### src/rtl/hsv_pkg.sv
package hsv_pkg;

    // 254 is full scale on hue, saturation and level
    localparam logic [7:0]  C_FULL  = 8'd254;
    // 254^2, the numerator of a full component
    localparam logic [15:0] C_SQ    = 16'd64516;
    // 254^3, the common denominator
    localparam logic [23:0] C_DEN   = 24'd16387064;
    // 255 * floor(2^32 / 254^3), scaled reciprocal for the quotient estimate
    localparam logic [16:0] C_RECIP = 17'd66810;

    // hue*6 sector boundaries
    localparam logic [10:0] C_H6_1 = 11'd254;
    localparam logic [10:0] C_H6_2 = 11'd508;
    localparam logic [10:0] C_H6_3 = 11'd762;
    localparam logic [10:0] C_H6_4 = 11'd1016;
    localparam logic [10:0] C_H6_5 = 11'd1270;

    typedef enum logic [2:0] {
        SEC_0,
        SEC_1,
        SEC_2,
        SEC_3,
        SEC_4,
        SEC_5
    } t_sector;

    typedef struct packed {
        t_sector     sector;
        logic [7:0]  lvl;
        logic [15:0] num_p;
        logic [15:0] num_q;
        logic [15:0] num_t;
    } t_nums;

endpackage

### src/rtl/hsv_front.sv
module hsv_front
    import hsv_pkg::*;
(
    input  logic       i_clk,
    input  logic       i_rst_n,
    input  logic       i_valid,
    input  logic [7:0] i_hue,
    input  logic [7:0] i_saturation,
    input  logic [7:0] i_level,
    output logic       o_valid,
    output t_nums      o_nums
);

    logic [10:0] h6;
    t_sector     n_sector;
    logic [7:0]  n_frac;
    logic [7:0]  n_sat;
    logic [7:0]  n_lvl;

    logic        r1_vld;
    t_sector     r1_sector;
    logic [7:0]  r1_frac;
    logic [7:0]  r1_sat;
    logic [7:0]  r1_lvl;

    t_nums       n_nums;
    logic        r2_vld;
    t_nums       r2_nums;

    // stage 1: clamp, sector and fraction
    always_comb begin
        n_sat = (i_saturation > C_FULL) ? C_FULL : i_saturation;
        n_lvl = (i_level > C_FULL) ? C_FULL : i_level;
        h6    = 11'({3'b000, i_hue} << 2) + 11'({3'b000, i_hue} << 1);
        if (i_hue >= C_FULL) begin
            n_sector = SEC_0;
            n_frac   = 8'd0;
        end else if (h6 < C_H6_1) begin
            n_sector = SEC_0;
            n_frac   = h6[7:0];
        end else if (h6 < C_H6_2) begin
            n_sector = SEC_1;
            n_frac   = 8'(h6 - C_H6_1);
        end else if (h6 < C_H6_3) begin
            n_sector = SEC_2;
            n_frac   = 8'(h6 - C_H6_2);
        end else if (h6 < C_H6_4) begin
            n_sector = SEC_3;
            n_frac   = 8'(h6 - C_H6_3);
        end else if (h6 < C_H6_5) begin
            n_sector = SEC_4;
            n_frac   = 8'(h6 - C_H6_4);
        end else begin
            n_sector = SEC_5;
            n_frac   = 8'(h6 - C_H6_5);
        end
    end

    // stage 2: numerators over 254^2
    always_comb begin
        n_nums.sector = r1_sector;
        n_nums.lvl    = r1_lvl;
        n_nums.num_p  = 16'(8'(C_FULL - r1_sat)) * 16'(C_FULL);
        n_nums.num_q  = C_SQ - 16'(r1_sat) * 16'(r1_frac);
        n_nums.num_t  = C_SQ - 16'(r1_sat) * 16'(8'(C_FULL - r1_frac));
    end

    always_ff @(posedge i_clk) begin
        if (!i_rst_n) begin
            r1_vld <= 1'b0;
            r2_vld <= 1'b0;
        end else begin
            r1_vld <= i_valid;
            r2_vld <= r1_vld;
        end
    end

    always_ff @(posedge i_clk) begin
        r1_sector <= n_sector;
        r1_frac   <= n_frac;
        r1_sat    <= n_sat;
        r1_lvl    <= n_lvl;
        r2_nums   <= n_nums;
    end

    assign o_valid = r2_vld;
    assign o_nums  = r2_nums;

endmodule

### src/rtl/hsv_scale.sv
module hsv_scale
    import hsv_pkg::*;
(
    input  logic        i_clk,
    input  logic [7:0]  i_lvl,
    input  logic [15:0] i_num,
    output logic [7:0]  o_q
);

    // floor(lvl * num * 255 / 254^3) over three stages
    logic [23:0] n_x;
    logic [23:0] r_x;
    logic [31:0] n_y;
    logic [40:0] n_prod;
    logic [31:0] r_y;
    logic [7:0]  r_q0;
    logic [31:0] n_rem;
    logic [7:0]  n_q;
    logic [7:0]  r_q;

    always_comb begin
        n_x    = 24'(i_lvl) * 24'(i_num);
        n_y    = {r_x, 8'h00} - 32'(r_x);
        // estimate is low by at most one
        n_prod = 41'(r_x) * 41'(C_RECIP);
        n_rem  = r_y - 32'(r_q0) * 32'(C_DEN);
        n_q    = r_q0 + ((n_rem >= 32'(C_DEN)) ? 8'd1 : 8'd0);
    end

    always_ff @(posedge i_clk) begin
        r_x  <= n_x;
        r_y  <= n_y;
        r_q0 <= n_prod[39:32];
        r_q  <= n_q;
    end

    assign o_q = r_q;

endmodule

### src/rtl/hsv_to_rgb_8bit_top.sv
// HSV to RGB conversion, 8-bit hue/saturation/level in, 8-bit red/green/blue out.
// Throughput: one item per cycle; busy stays low, the pipeline never stalls.
// Depth: front end, scale unit (product, reciprocal estimate, correction), output register.
// Reset (synchronous, active low) clears the valid bits only; no item is in flight after it.
module hsv_to_rgb_8bit_top
    import hsv_pkg::*;
(
    input  logic       i_clk,
    input  logic       i_rst_n,
    input  logic       start,
    output logic       busy,
    input  logic [7:0] i_hue,
    input  logic [7:0] i_saturation,
    input  logic [7:0] i_level,
    output logic       o_valid,
    output logic [7:0] o_red,
    output logic [7:0] o_green,
    output logic [7:0] o_blue
);

    logic       front_vld;
    t_nums      front_nums;
    logic [7:0] cv;
    logic [7:0] cp;
    logic [7:0] cq;
    logic [7:0] ct;

    logic       r_vld_d [3];
    t_sector    r_sec_d [3];

    logic [7:0] n_red;
    logic [7:0] n_green;
    logic [7:0] n_blue;
    logic       r_out_vld;
    logic [7:0] r_red;
    logic [7:0] r_green;
    logic [7:0] r_blue;

    assign busy = 1'b0;

    hsv_front u_front (
        .i_clk        (i_clk),
        .i_rst_n      (i_rst_n),
        .i_valid      (start),
        .i_hue        (i_hue),
        .i_saturation (i_saturation),
        .i_level      (i_level),
        .o_valid      (front_vld),
        .o_nums       (front_nums)
    );

    hsv_scale u_scale_v (
        .i_clk (i_clk),
        .i_lvl (front_nums.lvl),
        .i_num (C_SQ),
        .o_q   (cv)
    );

    hsv_scale u_scale_p (
        .i_clk (i_clk),
        .i_lvl (front_nums.lvl),
        .i_num (front_nums.num_p),
        .o_q   (cp)
    );

    hsv_scale u_scale_q (
        .i_clk (i_clk),
        .i_lvl (front_nums.lvl),
        .i_num (front_nums.num_q),
        .o_q   (cq)
    );

    hsv_scale u_scale_t (
        .i_clk (i_clk),
        .i_lvl (front_nums.lvl),
        .i_num (front_nums.num_t),
        .o_q   (ct)
    );

    always_comb begin
        case (r_sec_d[2])
            SEC_0: begin
                n_red = cv; n_green = ct; n_blue = cp;
            end
            SEC_1: begin
                n_red = cq; n_green = cv; n_blue = cp;
            end
            SEC_2: begin
                n_red = cp; n_green = cv; n_blue = ct;
            end
            SEC_3: begin
                n_red = cp; n_green = cq; n_blue = cv;
            end
            SEC_4: begin
                n_red = ct; n_green = cp; n_blue = cv;
            end
            default: begin
                n_red = cv; n_green = cp; n_blue = cq;
            end
        endcase
    end

    always_ff @(posedge i_clk) begin
        if (!i_rst_n) begin
            r_vld_d[0] <= 1'b0;
            r_vld_d[1] <= 1'b0;
            r_vld_d[2] <= 1'b0;
            r_out_vld  <= 1'b0;
        end else begin
            r_vld_d[0] <= front_vld;
            r_vld_d[1] <= r_vld_d[0];
            r_vld_d[2] <= r_vld_d[1];
            r_out_vld  <= r_vld_d[2];
        end
    end

    // sector rides alongside the scale units
    always_ff @(posedge i_clk) begin
        r_sec_d[0] <= front_nums.sector;
        r_sec_d[1] <= r_sec_d[0];
        r_sec_d[2] <= r_sec_d[1];
        r_red      <= n_red;
        r_green    <= n_green;
        r_blue     <= n_blue;
    end

    assign o_valid = r_out_vld;
    assign o_red   = r_red;
    assign o_green = r_green;
    assign o_blue  = r_blue;

    a_latency: assert property (@(posedge i_clk) disable iff (!i_rst_n)
        start |-> ##6 o_valid)
        else $error("accepted item did not come out after 6 cycles");

    a_grey: assert property (@(posedge i_clk) disable iff (!i_rst_n)
        (start && i_saturation == 8'd0) |-> ##6 (o_red == o_green && o_green == o_blue))
        else $error("zero saturation did not give grey");

    a_dark: assert property (@(posedge i_clk) disable iff (!i_rst_n)
        (start && i_level == 8'd0) |->
            ##6 (o_red == 8'd0 && o_green == 8'd0 && o_blue == 8'd0))
        else $error("zero level did not give black");

    a_reset: assert property (@(posedge i_clk)
        !i_rst_n |=> !o_valid)
        else $error("output strobe after reset");

endmodule
### config.mk
export PLATFORM = sky130hd
export DESIGN_NAME = hsv_to_rgb_8bit_top
export DESIGN_NICKNAME = d
export VERILOG_FILES = /design/src/rtl/hsv_pkg.sv /design/src/rtl/hsv_front.sv /design/src/rtl/hsv_scale.sv /design/src/rtl/hsv_to_rgb_8bit_top.sv
export SDC_FILE = /design/constraint.sdc
export NUM_CORES = 2
export LEC_CHECK = 0
export BUFFER_PORTS_ARGS = -buffer_cell sky130_fd_sc_hd__buf_2
export CAP_MARGIN = 0
export CORE_ASPECT_RATIO = 1.2
export CORE_UTILIZATION = 46
export CTS_BUF_LIST = sky130_fd_sc_hd__clkbuf_8
export DETAILED_ROUTE_END_ITERATION = 10
export MAX_ROUTING_LAYER = met4
export RECOVER_POWER = 25
export SKIP_LAST_GASP = 1
export SLEW_MARGIN = 20
export SYNTH_ARGS = -nofsm -noshare
export SYNTH_HDL_FRONTEND = slang
export SYNTH_SLANG_ARGS = --single-unit
### constraint.sdc
create_clock -name i_clk -period 9.87 [get_ports i_clk]
set_input_delay 1.974 -clock i_clk [delete_from_list [all_inputs] [get_ports i_clk]]
set_output_delay 1.974 -clock i_clk [all_outputs]
set_load 0.02 [all_outputs]
==> metrics.txt <==
vias in the first global route between 50000 and 60000; syn_nets approximately 9600; Port Buf Inserts slightly above 50; Max Slew Vio Count just over 400; Critical Path Source Type register; Clock Sinks roughly 390; syn avg cell area roughly 9.4 um^2; largest net degree at the start of global routing 52; max-cap violation count 8; GPL Wtd Cong between 0.8 and 0.9; H-tree depth 3; Yosys cell types between 80 and 90; Vias/cell 5.18; CTS tree done; Crit Path Max Fanout 9; CTS Buf Count 77; dpl cells 9182; layout net count 9638; die width 354 um; CP max stage delay ~0.86 ns; DR DRC count 0; Final setup viols 0; Ports 53; hpwl dp 122000 um; TNS Setup 0 ns; Rel. slew slack -106%; vias ~48000; Initial Util around 46%; worst path required time roughly 10 ns; Post-Syn Instances between 7000 and 8000; core area ~150000 um^2; Final Hold Fails 0; Setup Buffers After CTS 0; Tcrit/Tclk final approximately 84%; mapped cell area roughly 70000 um^2; Seq/Total Area, Yosys ~11%; Most Frequent Cell on Critical Path fa_1; layout filler cell count roughly 14000; non-filler cells, final 9320; FP Rows approximately 150; worst hold path class register to register; EDFF count, synth 0; Max Root-Sink Buffers 3; GRT Resource Usage Total 21.1%; clk slew on worst S/H paths around 0.07 ns; first-pass GRT wire length 253000 um; Post-synth ARST share 0%; total wire length 148000 um; iteration-0 DRC count of the detailed router 1888; FF+latch count, synth between 300 and 400; CP endpoint kind register; critical path class register to register; final worst path period need 8.30 ns; number of synthesis warnings 0; routed length per instance roughly 16 um; post-cts gate resize count 0; WP data arrival slightly below 9 ns; Detail Route Antenna Nets 0; RSZ-0062 raised after global routing no; Crit-path slowest cell fa_1; First-pass DRT Iterations 5; Max Fclk about 120 MHz; initial antenna violation count 4; hold bufs inserted after CTS 0; area growth from synthesis to layout 6.00%; die area roughly 150000 um^2; proportion of layout cells with a drive suffix above 1 under 10%; failing checks capacitance limit, slew limit; CTS root buf clkbuf_8; clock skew ~0.063 ns; Worst Tran Pin Value 3.09 ns; Synth Flop Type dfxtp_1; height of the die 424 um; status complete, but fails checks; total global routing overflow 0; clock network latency to the later pin of the worst-skew pair 0.80 ns
-- layer usage --
metal  global-route usage [%]  vias up  wire [um]
li1                         -    23754          -
met1                     25.8    23714      65800
met2                     37.6      636      75000
met3                     1.97      175       4050
met4                     4.63        0       2690
met5                        -        -          0
-- cell usage in the layout (no fill, tap or decap), types with 10 or more instances in the layout --
cell and n:
a21o_1 135, o2111ai_1 18, o21ai_0 211, nand4_1 50
ha_1 1322, or3_1 39, inv_1 1462, xor2_1 146
or2_2 15, nand2b_1 69, clkbuf_1 21, o31ai_1 22
nor2_1 269, nand3_1 85, dfxtp_1 384, a41oi_1 10
nor3_1 84, buf_2 39, mux2i_1 16, and2_1 234
o21bai_1 57, buf_4 10, xnor2_1 296, nor4_1 16
clkbuf_8 96, a21oi_1 313, o21a_1 55, a31oi_1 35
o22ai_1 28, nor2b_1 86, nand2_1 420, a211oi_1 30
o211ai_1 27, fa_1 978, and3_1 38, a21boi_0 15
-- through the flow --
step	hold WS [ns]	utilization [%]	worst slack (ns)	instance area [um^2]
floorplan	0.310	-	2.49	68300
global placement	0.312	48.1	1.64	70800
detailed placement	0.313	48.1	1.56	70800
CTS	0.321	49.2	1.51	72500
global route	0.328	49.2	0.853	72400
finish	0.324	49.2	1.57	72400
-- cells in the mapped netlist, drive strengths merged (50+ instances only) --
cell type,number,share of area (%)
inv,1447,7.9
o21ai,218,1.6
xnor2,296,3.8
clkbuf,103,0.57
a21oi,315,2.3
a21o,135,1.5
xor2,146,1.9
dfxtp,391,11
and2,243,2.2
o21a,55,0.60
fa,978,29
nor2b,86,0.79
ha,1322,24
nand2b,69,0.63
o21bai,57,0.63
nor3,84,0.62
nand4,50,0.46
nor2,271,1.5
nand3,85,0.62
nand2,420,2.3
-- state kept, by name, summed over array words and instances (netlist names), 9 cells and up --
signal and flops:
u_front.o_nums 56, u_scale_p.r_x 23, r_sec_d 9, u_scale_t.r_x 23
u_scale_p.r_y 29, u_scale_v.r_y 29, u_scale_t.r_y 29, u_scale_q.r_y 29
u_scale_q.r_x 23, u_scale_v.r_x 21
-- worst paths after layout --
check / slack, ns / from / to / depth (start not counted)
worst max-delay path: 1.57 / u_scale_q.r_q0[5] / u_scale_q.o_q[7] / 29
worst min-delay path: 0.32 / u_front.r1_lvl[4] / u_front.o_nums[52] / 0
worst max register to register: 1.57 / u_scale_q.r_q0[5] / u_scale_q.o_q[7] / 29
worst min register to register: 0.32 / u_front.r1_lvl[4] / u_front.o_nums[52] / 0
-- cell type report --
| type | count | area [um^2] | share of cell area, % |
|---|---|---|---|
| multi-input combinational | 5324 | 54700 | 75.5 |
| sequential | 391 | 7840 | 10.8 |
| inverter | 1447 | 5430 | 7.50 |
| tap | 1950 | 2440 | 3.37 |
| clock buffer | 96 | 1320 | 1.82 |
| clock inverter | 41 | 393 | 0.542 |
| timing repair buffer | 70 | 349 | 0.482 |
| antenna | 1 | 2.50 | 0.00345 |
-- critical path: cells and delay by family (launching register included) --
kind	cells	cell delay, ns
fa+ha+maj	7	3.17
simple gates	9	2.15
compound gates	9	1.99
flops	1	0.44
buf+inv	2	0.25
xor+xnor	2	0.17
-- cell families after synthesis --
kind of cell | Yosys count | synth area share, %
mux | 18 | 0.267
fa+ha+maj | 2300 | 52.9
simple gates | 1458 | 10.6
other cells | 1 | 0.00549
buf+inv | 1556 | 8.56
flops | 391 | 11.5
compound gates | 1105 | 10.6
xor+xnor | 442 | 5.67
Power is not shown: default switching activity piles up to over one toggle a cycle in this logic, so the estimate is an artifact.
